===== src/analog_input_scale_and_hysteresis_top_assert.svh =====
// assertion macros shared by the analog input scaling block
`ifndef ANALOG_INPUT_SCALE_AND_HYSTERESIS_TOP_ASSERT_SVH
`define ANALOG_INPUT_SCALE_AND_HYSTERESIS_TOP_ASSERT_SVH

// same-cycle implication, disabled while reset is low
`define AISH_ASSERT_IMPLY(label, ck, rstn, ante, cons, msg) \
	label: assert property (@(posedge ck) disable iff (!(rstn)) (ante) |-> (cons)) \
		else $error(msg);

// next-cycle implication, disabled while reset is low
`define AISH_ASSERT_NEXT(label, ck, rstn, ante, cons, msg) \
	label: assert property (@(posedge ck) disable iff (!(rstn)) (ante) |=> (cons)) \
		else $error(msg);

`endif


===== src/aish_pkg.sv =====
// types and constants of the analog input scaling block
package aish_pkg;

	localparam int SAMPLE_W = 12;
	localparam int LEVEL_W  = 16;
	localparam int COEF_W   = 16;
	localparam int MODE_W   = 3;
	localparam int IDX_W    = 3;
	localparam int PROD_W   = 28;
	localparam int NUM_W    = 31;

	localparam logic [MODE_W-1:0] MODE_RAW      = 3'd0;
	localparam logic [MODE_W-1:0] MODE_VOLT     = 3'd1;
	localparam logic [MODE_W-1:0] MODE_CURR     = 3'd2;
	localparam logic [MODE_W-1:0] MODE_LOW_OHM  = 3'd3;
	localparam logic [MODE_W-1:0] MODE_HIGH_OHM = 3'd4;

	localparam logic [IDX_W-1:0] REG_INPUT_MODE   = 3'd0;
	localparam logic [IDX_W-1:0] REG_VOLT_COEF    = 3'd1;
	localparam logic [IDX_W-1:0] REG_CURR_COEF    = 3'd2;
	localparam logic [IDX_W-1:0] REG_LOW_OHM_COEF = 3'd3;
	localparam logic [IDX_W-1:0] REG_HIGH_OHM_COEF = 3'd4;
	localparam logic [IDX_W-1:0] REG_THR_LOWER    = 3'd5;
	localparam logic [IDX_W-1:0] REG_THR_UPPER    = 3'd6;

	localparam logic [SAMPLE_W-1:0] FULL_SCALE = 12'd4095;
	localparam logic [LEVEL_W-1:0]  LEVEL_SAT  = 16'hFFFF;

	typedef enum logic [1:0] {
		SCALE_ONE = 2'd0,
		SCALE_34  = 2'd1,
		SCALE_80  = 2'd2
	} scale_t;

	typedef struct packed {
		logic                start;
		logic [COEF_W-1:0]   mult_a;
		logic [SAMPLE_W-1:0] mult_b;
		scale_t              scale;
		logic [COEF_W-1:0]   divisor;
	} md_req_t;

	typedef struct packed {
		logic               done;
		logic [LEVEL_W-1:0] quotient;
	} md_rsp_t;

endpackage


===== src/aish_in_if.sv =====
// input channel: one sample with the supply voltage
interface aish_in_if;
	logic        valid;
	logic        ready;
	logic [11:0] sample;
	logic [11:0] supply_mv;

	modport source (output valid, output sample, output supply_mv, input ready);
	modport sink (input valid, input sample, input supply_mv, output ready);
endinterface


===== src/aish_out_if.sv =====
// output channel: converted level with trigger state
interface aish_out_if;
	logic        valid;
	logic        ready;
	logic [15:0] level;
	logic        digital_state;

	modport source (output valid, output level, output digital_state, input ready);
	modport sink (input valid, input level, input digital_state, output ready);
endinterface


===== src/aish_muldiv.sv =====
// bit-serial multiply, constant scale and restoring divide with saturation
`include "analog_input_scale_and_hysteresis_top_assert.svh"

module aish_muldiv (
	input  logic              clk,
	input  logic              arst_n,
	input  aish_pkg::md_req_t req,
	output aish_pkg::md_rsp_t rsp
);

	typedef enum logic [3:0] {
		MD_IDLE  = 4'b0001,
		MD_MUL   = 4'b0010,
		MD_SCALE = 4'b0100,
		MD_DIV   = 4'b1000
	} md_state_t;

	localparam logic [4:0] MUL_LAST = 5'(aish_pkg::SAMPLE_W - 1);
	localparam logic [4:0] DIV_LAST = 5'(aish_pkg::NUM_W - 1);

	md_state_t                       state_q;
	logic [4:0]                      cnt_q;
	logic                            done_q;
	logic [aish_pkg::COEF_W-1:0]     mcand_q;
	logic [aish_pkg::SAMPLE_W-1:0]   mplier_q;
	logic [aish_pkg::PROD_W-1:0]     acc_q;
	aish_pkg::scale_t                scale_q;
	logic [aish_pkg::COEF_W-1:0]     div_q;
	logic [aish_pkg::NUM_W-1:0]      num_q;
	logic [aish_pkg::COEF_W-1:0]     rem_q;
	logic [aish_pkg::LEVEL_W-1:0]    quo_q;
	logic                            ovf_q;

	logic [aish_pkg::PROD_W-1:0]     acc_next;
	logic [32:0]                     x34;
	logic [33:0]                     x80;
	logic [aish_pkg::NUM_W-1:0]      scaled;
	logic [aish_pkg::COEF_W:0]       trial;
	logic [aish_pkg::COEF_W:0]       diff;
	logic                            ge;
	logic [aish_pkg::COEF_W-1:0]     rem_next;

	// msb-first shift and add
	assign acc_next = {acc_q[aish_pkg::PROD_W-2:0], 1'b0}
		+ (mplier_q[aish_pkg::SAMPLE_W-1]
			? {{(aish_pkg::PROD_W - aish_pkg::COEF_W){1'b0}}, mcand_q}
			: {aish_pkg::PROD_W{1'b0}});

	// times 34 is 32 + 2, times 80 is 64 + 16
	assign x34 = {acc_q, 5'b0} + {4'b0, acc_q, 1'b0};
	assign x80 = {acc_q, 6'b0} + {2'b0, acc_q, 4'b0};

	always_comb begin
		case (scale_q)
			aish_pkg::SCALE_34: scaled = x34[aish_pkg::NUM_W-1:0];
			aish_pkg::SCALE_80: scaled = x80[aish_pkg::NUM_W-1:0];
			default: scaled = {{(aish_pkg::NUM_W - aish_pkg::PROD_W){1'b0}}, acc_q};
		endcase
	end

	// a zero divisor gives an all-ones quotient, which saturates below
	assign trial    = {rem_q, num_q[aish_pkg::NUM_W-1]};
	assign ge       = trial >= {1'b0, div_q};
	assign diff     = trial - {1'b0, div_q};
	assign rem_next = ge ? diff[aish_pkg::COEF_W-1:0] : trial[aish_pkg::COEF_W-1:0];

	assign rsp.done     = done_q;
	assign rsp.quotient = ovf_q ? aish_pkg::LEVEL_SAT : quo_q;

	always_ff @(posedge clk or negedge arst_n) begin
		if (!arst_n) begin
			state_q <= MD_IDLE;
			cnt_q   <= 5'd0;
			done_q  <= 1'b0;
		end else begin
			done_q <= (state_q == MD_DIV) && (cnt_q == 5'd0);
			case (state_q)
				MD_IDLE: begin
					if (req.start) begin
						state_q <= MD_MUL;
						cnt_q   <= MUL_LAST;
					end
				end
				MD_MUL: begin
					if (cnt_q == 5'd0) begin
						state_q <= MD_SCALE;
					end else begin
						cnt_q <= cnt_q - 5'd1;
					end
				end
				MD_SCALE: begin
					state_q <= MD_DIV;
					cnt_q   <= DIV_LAST;
				end
				MD_DIV: begin
					if (cnt_q == 5'd0) begin
						state_q <= MD_IDLE;
					end else begin
						cnt_q <= cnt_q - 5'd1;
					end
				end
				default: state_q <= MD_IDLE;
			endcase
		end
	end

	always_ff @(posedge clk) begin
		case (state_q)
			MD_IDLE: begin
				if (req.start) begin
					mcand_q  <= req.mult_a;
					mplier_q <= req.mult_b;
					acc_q    <= '0;
					scale_q  <= req.scale;
					div_q    <= req.divisor;
				end
			end
			MD_MUL: begin
				acc_q    <= acc_next;
				mplier_q <= {mplier_q[aish_pkg::SAMPLE_W-2:0], 1'b0};
			end
			MD_SCALE: begin
				num_q <= scaled;
				rem_q <= '0;
				quo_q <= '0;
				ovf_q <= 1'b0;
			end
			MD_DIV: begin
				num_q <= {num_q[aish_pkg::NUM_W-2:0], 1'b0};
				rem_q <= rem_next;
				// any quotient bit pushed past bit 15 means saturation
				quo_q <= {quo_q[aish_pkg::LEVEL_W-2:0], ge};
				ovf_q <= ovf_q | quo_q[aish_pkg::LEVEL_W-1];
			end
			default: begin
			end
		endcase
	end

	`AISH_ASSERT_IMPLY(a_start_idle, clk, arst_n, req.start, state_q == MD_IDLE, "start while unit busy")
	`AISH_ASSERT_IMPLY(a_done_after_div, clk, arst_n, done_q, $past(state_q == MD_DIV), "done without divide")
	`AISH_ASSERT_IMPLY(a_scale_after_mul, clk, arst_n, state_q == MD_SCALE, $past(state_q == MD_MUL) && ($past(cnt_q) == 5'd0), "scale step out of order")

endmodule


===== src/analog_input_scale_and_hysteresis_top.sv =====
// top level: analog input scaling to a 16-bit level with schmitt trigger
//
//   channel  dir  handshake      payload
//   din      in   valid/ready    sample[11:0], supply_mv[11:0]
//   dout     out  valid/ready    level[15:0], digital_state
//   cfg      in   cfg_we         cfg_index[2:0], cfg_wdata[15:0]
//
// raw and undefined modes: the sample is registered as the result directly
// scaled modes: 12 multiply steps, 1 scale step and 31 divide steps
// of the shared bit-serial unit plus handover
// the result sits in an output register; a stalled dout holds it and the block
// waits with the next result until it is taken; din is ready only while idle
// reset clears control state and the trigger and sets the configuration defaults
`include "analog_input_scale_and_hysteresis_top_assert.svh"

module analog_input_scale_and_hysteresis_top (
	input  logic                         clk,
	input  logic                         arst_n,
	input  logic                         cfg_we,
	input  logic [aish_pkg::IDX_W-1:0]   cfg_index,
	input  logic [aish_pkg::COEF_W-1:0]  cfg_wdata,
	aish_in_if.sink                      din,
	aish_out_if.source                   dout
);

	typedef enum logic [2:0] {
		ST_IDLE = 3'b001,
		ST_CALC = 3'b010,
		ST_DONE = 3'b100
	} st_state_t;

	st_state_t                      state_q;
	logic [aish_pkg::MODE_W-1:0]    input_mode_q;
	logic [aish_pkg::COEF_W-1:0]    volt_coef_q;
	logic [aish_pkg::COEF_W-1:0]    curr_coef_q;
	logic [aish_pkg::COEF_W-1:0]    low_ohm_coef_q;
	logic [aish_pkg::COEF_W-1:0]    high_ohm_coef_q;
	logic [aish_pkg::LEVEL_W-1:0]   thr_lower_q;
	logic [aish_pkg::LEVEL_W-1:0]   thr_upper_q;
	logic                           trig_q;
	logic                           out_valid_q;
	logic [aish_pkg::LEVEL_W-1:0]   out_level_q;
	logic [aish_pkg::LEVEL_W-1:0]   res_level_q;

	logic                           accept;
	logic                           out_load;
	logic                           raw;
	logic                           trig_next;
	logic [aish_pkg::SAMPLE_W-1:0]  ohm_den;
	aish_pkg::md_req_t              req;
	aish_pkg::md_rsp_t              rsp;

	assign din.ready = (state_q == ST_IDLE);
	assign accept    = din.valid && din.ready;
	assign out_load  = (state_q == ST_DONE) && (!out_valid_q || dout.ready);

	assign dout.valid         = out_valid_q;
	assign dout.level         = out_level_q;
	assign dout.digital_state = trig_q;

	// full scale gives a zero divisor and so saturates
	assign ohm_den = aish_pkg::FULL_SCALE - din.sample;

	always_comb begin
		raw         = 1'b0;
		req.start   = 1'b0;
		req.mult_a  = {4'b0, din.sample};
		req.mult_b  = din.supply_mv;
		req.scale   = aish_pkg::SCALE_ONE;
		req.divisor = {4'b0, ohm_den};
		case (input_mode_q)
			aish_pkg::MODE_VOLT: begin
				req.scale   = aish_pkg::SCALE_34;
				req.divisor = volt_coef_q;
			end
			aish_pkg::MODE_CURR: begin
				req.scale   = aish_pkg::SCALE_80;
				req.divisor = curr_coef_q;
			end
			aish_pkg::MODE_LOW_OHM: begin
				req.mult_a = low_ohm_coef_q;
				req.mult_b = din.sample;
			end
			aish_pkg::MODE_HIGH_OHM: begin
				req.mult_a = high_ohm_coef_q;
				req.mult_b = din.sample;
			end
			default: raw = 1'b1;
		endcase
		req.start = accept && !raw;
	end

	assign trig_next = trig_q ? !(res_level_q < thr_lower_q) : (res_level_q > thr_upper_q);

	aish_muldiv u_muldiv (
		.clk    (clk),
		.arst_n (arst_n),
		.req    (req),
		.rsp    (rsp)
	);

	always_ff @(posedge clk or negedge arst_n) begin
		if (!arst_n) begin
			input_mode_q    <= aish_pkg::MODE_RAW;
			volt_coef_q     <= 16'd45946;
			curr_coef_q     <= 16'd41769;
			low_ohm_coef_q  <= 16'd1000;
			high_ohm_coef_q <= 16'd4000;
			thr_lower_q     <= 16'd1000;
			thr_upper_q     <= 16'd2000;
		end else if (cfg_we) begin
			case (cfg_index)
				aish_pkg::REG_INPUT_MODE:    input_mode_q    <= cfg_wdata[aish_pkg::MODE_W-1:0];
				aish_pkg::REG_VOLT_COEF:     volt_coef_q     <= cfg_wdata;
				aish_pkg::REG_CURR_COEF:     curr_coef_q     <= cfg_wdata;
				aish_pkg::REG_LOW_OHM_COEF:  low_ohm_coef_q  <= cfg_wdata;
				aish_pkg::REG_HIGH_OHM_COEF: high_ohm_coef_q <= cfg_wdata;
				aish_pkg::REG_THR_LOWER:     thr_lower_q     <= cfg_wdata;
				aish_pkg::REG_THR_UPPER:     thr_upper_q     <= cfg_wdata;
				default: begin
				end
			endcase
		end
	end

	always_ff @(posedge clk or negedge arst_n) begin
		if (!arst_n) begin
			state_q     <= ST_IDLE;
			trig_q      <= 1'b0;
			out_valid_q <= 1'b0;
		end else begin
			case (state_q)
				ST_IDLE: begin
					if (accept) begin
						state_q <= raw ? ST_DONE : ST_CALC;
					end
				end
				ST_CALC: begin
					if (rsp.done) begin
						state_q <= ST_DONE;
					end
				end
				ST_DONE: begin
					if (out_load) begin
						state_q <= ST_IDLE;
					end
				end
				default: state_q <= ST_IDLE;
			endcase
			if (out_load) begin
				trig_q      <= trig_next;
				out_valid_q <= 1'b1;
			end else if (dout.ready) begin
				out_valid_q <= 1'b0;
			end
		end
	end

	always_ff @(posedge clk) begin
		if (accept && raw) begin
			res_level_q <= {4'b0, din.sample};
		end else if (state_q == ST_CALC && rsp.done) begin
			res_level_q <= rsp.quotient;
		end
		if (out_load) begin
			out_level_q <= res_level_q;
		end
	end

	`AISH_ASSERT_IMPLY(a_done_in_calc, clk, arst_n, rsp.done, state_q == ST_CALC, "unit finished while not waited for")
	`AISH_ASSERT_NEXT(a_load_shows, clk, arst_n, out_load, dout.valid, "loaded result not presented")
	`AISH_ASSERT_IMPLY(a_trig_rise, clk, arst_n, $rose(trig_q), $past(res_level_q) > $past(thr_upper_q), "trigger rose without crossing upper threshold")

endmodule


===== src/flat_wrapper.sv =====
// flat-port wrapper written by rule: the top's interface ports become plain ports
module analog_input_scale_and_hysteresis_top_flat 
  (clk, arst_n, cfg_we, cfg_index, cfg_wdata, din_valid, din_sample, din_supply_mv, din_ready, dout_valid, dout_level, dout_digital_state, dout_ready);
  aish_in_if din_i ();
  aish_out_if dout_i ();
  input  logic clk;
  input  logic arst_n;
  input  logic cfg_we;
  input  logic [aish_pkg::IDX_W-1:0] cfg_index;
  input  logic [aish_pkg::COEF_W-1:0] cfg_wdata;
  input wire logic [$bits(din_i.valid)-1:0] din_valid;
  input wire logic [$bits(din_i.sample)-1:0] din_sample;
  input wire logic [$bits(din_i.supply_mv)-1:0] din_supply_mv;
  output wire logic [$bits(din_i.ready)-1:0] din_ready;
  output wire logic [$bits(dout_i.valid)-1:0] dout_valid;
  output wire logic [$bits(dout_i.level)-1:0] dout_level;
  output wire logic [$bits(dout_i.digital_state)-1:0] dout_digital_state;
  input wire logic [$bits(dout_i.ready)-1:0] dout_ready;
  assign din_i.valid = din_valid;
  assign din_i.sample = din_sample;
  assign din_i.supply_mv = din_supply_mv;
  assign din_ready = din_i.ready;
  assign dout_valid = dout_i.valid;
  assign dout_level = dout_i.level;
  assign dout_digital_state = dout_i.digital_state;
  assign dout_i.ready = dout_ready;
  analog_input_scale_and_hysteresis_top u_core (.clk(clk), .arst_n(arst_n), .cfg_we(cfg_we), .cfg_index(cfg_index), .cfg_wdata(cfg_wdata), .din(din_i), .dout(dout_i));
endmodule

===== config.mk =====
export PLATFORM = sky130hd
export DESIGN_NAME = analog_input_scale_and_hysteresis_top_flat
export DESIGN_NICKNAME = d
export VERILOG_FILES = /design/src/aish_pkg.sv /design/src/aish_in_if.sv /design/src/aish_out_if.sv /design/src/aish_muldiv.sv /design/src/analog_input_scale_and_hysteresis_top.sv /design/src/flat_wrapper.sv
export VERILOG_INCLUDE_DIRS = /design/src /design/src/src
export SDC_FILE = /design/constraint.sdc
export NUM_CORES = 1
export LEC_CHECK = 0
export CAP_MARGIN = 20
export CORE_UTILIZATION = 50
export CTS_CLUSTER_DIAMETER = 200
export DETAILED_ROUTE_END_ITERATION = 8
export DONT_BUFFER_PORTS = 1
export SKIP_LAST_GASP = 1
export SLEW_MARGIN = 30
export SYNTH_ARGS = -nofsm -noshare
export SYNTH_HDL_FRONTEND = slang
export SYNTH_SLANG_ARGS = --single-unit

===== constraint.sdc =====
create_clock -name clk -period 8.72 [get_ports clk]
set_input_delay 0.436 -clock clk [delete_from_list [all_inputs] [get_ports clk]]
set_output_delay 0.436 -clock clk [all_outputs]
set_load 0.005 [all_outputs]

==> summary.md <==
| Metric | Value |
|---|---|
| CTS sink cnt | 284 |
| Iteration-0 DRC Markers | 815 |
| CP max stage delay | 0.54 ns |
| Rows | 67 |
| Measured slew at the worst slew-check pin | 1.00 ns |
| Initial antenna violation count | 0 |
| Fin. Hold Viols | 0 |
| Critical Path RT | 8.96 ns |
| Core footprint | 33500 sq um |
| Post-Route WL | 43.1 mm |
| Maximum root-to-sink buffer count | 3 |
| Crit-path cells | and2_1 > ha_1 > fa_1 > a21o_1 > a21oi_1 > nor2b_1 > o21ai_0 > a21oi_1 > a2111oi_1 > buf_4 > or4_1 > a21oi_1 |
| Vias in the first global route | 12500 |
| Synth Net Count | 1828 |
| Reg-to-reg startpoint | u_core.u_muldiv.mplier_q[11] |
| Synth warn | 0 |
| PostCTS Resize Cnt | 0 |
| Die height | 187 um |
| Clk root buf | clkbuf_16 |
| Layout cells sized above 1 | 0.143 |
| Worst-Skew Late Latency | 0.52 ns |
| Depth of the CTS H-tree | 2 |
| Biggest register | u_core.u_muldiv.num_q |
| # IOs | 67 |
| Area of the die | 34900 sq um |
| Fin cells | 2123 |
| Post-Synthesis Cells | 1662 |
| Leakage Power | 7.32 nW |
| Fillers | 3000 |
| Final net count | 1816 |
| Footprint of the multi-input gates | 8580 sq um |
| #FFs+latches synth | 284 |
| Inst Count DP | 2059 |
| Largest net degree at the start of global routing | 115 |
| RSZ-0062 raised after global routing | false |
| Synth cell types | 75 |
| Final Slew Violations | 0 |
| Max-cap viol count | 0 |
| # Post-CTS Setup Buffers | 0 |
| Top_reg_cell synth | edfxtp_1 |
| Worst-path clk slew | 0.06 ns |
| Vias per cell | 5.94 |
| Register area share after synthesis | 0.467 |
| Number of synthesized flops with an enable pin | 166 |
| VDD IR-drop max | 159 uV |
| # port buffers | 0 |
| Design Area, Final | 18700 sq um |
| DRC errors left | 0 |
| Setup violators final | 0 |
| Post-place instance area | 17500 sq um |
| Regs by FF count | u_core.u_muldiv.num_q: 31 flops, u_core.u_muldiv.acc_q: 28 flops |
| Ant. Diodes | 0 |
| Hold wc startpoint | cfg_wdata[2] |
| Outcome | complete, no violations |
| Initial Util | 0.509 |
| F_max | 300 MHz |
| Hold Crit Class | in2reg |
| Die width | 187 um |
| Wire length per cell | 20.3 um |
| Post-synth ARST share | 0.401 |
| First-pass GRT wire length | 68.4 mm |
| Syn-to-layout area delta | 9.53% |
| Post-route minimum period | 3.34 ns |
| Pre-antenna DRT Iters | 5 |
| Clock Skew | 0.0239 ns |
| Critical path startpoint | u_core.u_muldiv.mplier_q[11] |
| Slew margin rel. | 0.325 |
| Crit path kind | reg2reg |
| Setup Total Neg Slack | 0 ns |
| Mapped Area | 17100 sq um |
| GR Overflow Total | 0 |
| Vias | 12600 |
| Pwr/cell area | 280 nW/um^2 |
| Critical-path top delay cell | edfxtp_1 |
| Startpoint Class | register |
| CTS buffer count | 34 |
| Data arrival time of the critical path | 3.57 ns |
| Max FFs per register | 31 |
| Total track usage | 0.247 |
| Gp weighted congestion | 0.882 |
| Maximum net fanout on the critical path | 16 |
| Critical Path Sink Type | register |
| TritonCTS clock tree | built |
| Critical path's most frequent cell | a21oi_1 |
| Antenna Nets Post-Route | 0 |
| Hpwl dp | 30.4 mm |
| Avg Cell Area, Syn | 10.3 sq um |
| FF/Latch Area | 7970 sq um |
| Period utilisation layout | 0.383 |
-- worst max-delay path, delay by kind of cell, from the launching register on --
kind                       cells  cell delay, ns
adders and majority gates      2            0.61
buffers and inverters          1            0.24
DFF                            1            0.54
AOI/OAI and AO/OA              6            1.26
and+or+nand+nor                3            0.42
-- area by class of cell --
| type | count | area share |
|---|---|---|
| inverters | 84 | 0.0169 |
| multi-input cells | 1225 | 0.459 |
| clock inverters | 14 | 0.00756 |
| clock buffers | 47 | 0.0503 |
| repair buffers | 21 | 0.00984 |
| well taps | 448 | 0.0300 |
| flip-flops and latches | 284 | 0.426 |
-- routing by layer --
metal,global-route usage,part of all wire
met1,0.331,0.45
met2,0.401,0.46
met3,0.0457,0.054
met4,0.0892,0.032
met5,0,0
-- stage by stage --
| step | power, mW | setup slack, ns | hold slack (ns) | util |
|---|---|---|---|---|
| after floorplan | 3.38 | 4.28 | 0.140 | - |
| after global placement | 3.79 | 5.28 | 0.142 | 0.523 |
| after detailed placement | 3.83 | 5.38 | 0.142 | 0.523 |
| after CTS | 5.24 | 5.37 | 0.0217 | 0.557 |
| after global routing | 5.55 | 5.12 | 0.0478 | 0.557 |
| final | 5.23 | 5.38 | 0.0375 | 0.557 |
-- path summary, 6_finish.rpt --
check / endpoint / slack, ns / depth (start not counted)
max in group asynchronous: u_core.curr_coef_q[10] / 7.73 / 2
min: u_core.input_mode_q[2] / 0.04 / 2
max reg2reg: u_core.u_muldiv.acc_q[27] / 5.38 / 12
max: u_core.u_muldiv.acc_q[27] / 5.38 / 12
min reg2reg: u_core.state_q[1] / 0.48 / 1
min in group asynchronous: u_core.thr_lower_q[13] / 0.50 / 2
-- cells in the mapped netlist (9+ instances only) --
cell | number | area [sq um]
ha_1 | 114 | 1430
and3_1 | 36 | 225
o21ai_0 | 129 | 646
edfxtp_1 | 166 | 4980
a31oi_1 | 14 | 87.6
nand2_1 | 134 | 503
a211oi_1 | 16 | 120
o211ai_1 | 13 | 97.6
a22oi_1 | 19 | 143
a22o_1 | 9 | 78.8
mux2i_1 | 17 | 170
dfstp_2 | 43 | 1130
a21boi_0 | 9 | 67.6
nor3_1 | 37 | 185
inv_1 | 84 | 315
o22ai_1 | 14 | 87.6
nor2b_1 | 21 | 131
xor2_1 | 18 | 158
mux2_2 | 101 | 1140
nor2_1 | 125 | 469
nand2b_1 | 12 | 75.1
a21o_1 | 38 | 285
xnor2_1 | 32 | 280
or2_2 | 9 | 56.3
o21a_1 | 17 | 128
a21oi_1 | 104 | 521
o31ai_1 | 9 | 67.6
and2_1 | 24 | 150
dfrtp_1 | 71 | 1780
nand3_1 | 27 | 135
nand4_1 | 14 | 87.6
or3_1 | 16 | 100
clkbuf_1 | 58 | 218
-- kinds of logic after synthesis --
family | Yosys count | share of synthesized area
buf+inv | 153 | 0.0341
fa+ha+maj | 118 | 0.0883
compound gates | 444 | 0.165
mux | 118 | 0.0766
flops | 284 | 0.467
simple gates | 495 | 0.143
xor+xnor | 50 | 0.0257
-- cells in the final DEF (no fill, tap or decap), types with 8 or more instances in the layout --
master / instances
or3_1: 16
nand4_1: 14
o211ai_1: 13
inv_1: 84
or2_2: 8
buf_4: 18
nand2b_1: 12
a21boi_0: 9
dfrtp_1: 71
clkbuf_16: 34
nand2_1: 132
nor3_1: 35
ha_1: 114
dfstp_2: 43
xor2_1: 18
a22o_1: 9
mux2_2: 101
a21o_1: 38
o21ai_0: 129
and2_1: 25
nor2b_1: 20
xnor2_1: 32
o22ai_1: 14
a21oi_1: 104
o21a_1: 17
o31ai_1: 9
nand3_1: 27
mux2i_1: 17
a31oi_1: 14
edfxtp_1: 166
a211oi_1: 16
nor2_1: 123
and3_1: 36
a22oi_1: 19
clkbuf_1: 9
-- repair_timing --
action,4_1_cts,5_1_grt
endpoints found under the hold margin,114,0
hold buffers,2,0
setup endpoints to repair,0,0
-- power breakdown --
part	switching [mW]	leakage (nW)	internal, mW
Sequential	0.220	2.80	1.76
Combinational	1.06	3.99	0.800
Clock	0.568	0.533	0.818
Total	1.84	7.32	3.38
Note: power is estimated with default switching activity, not from simulation.
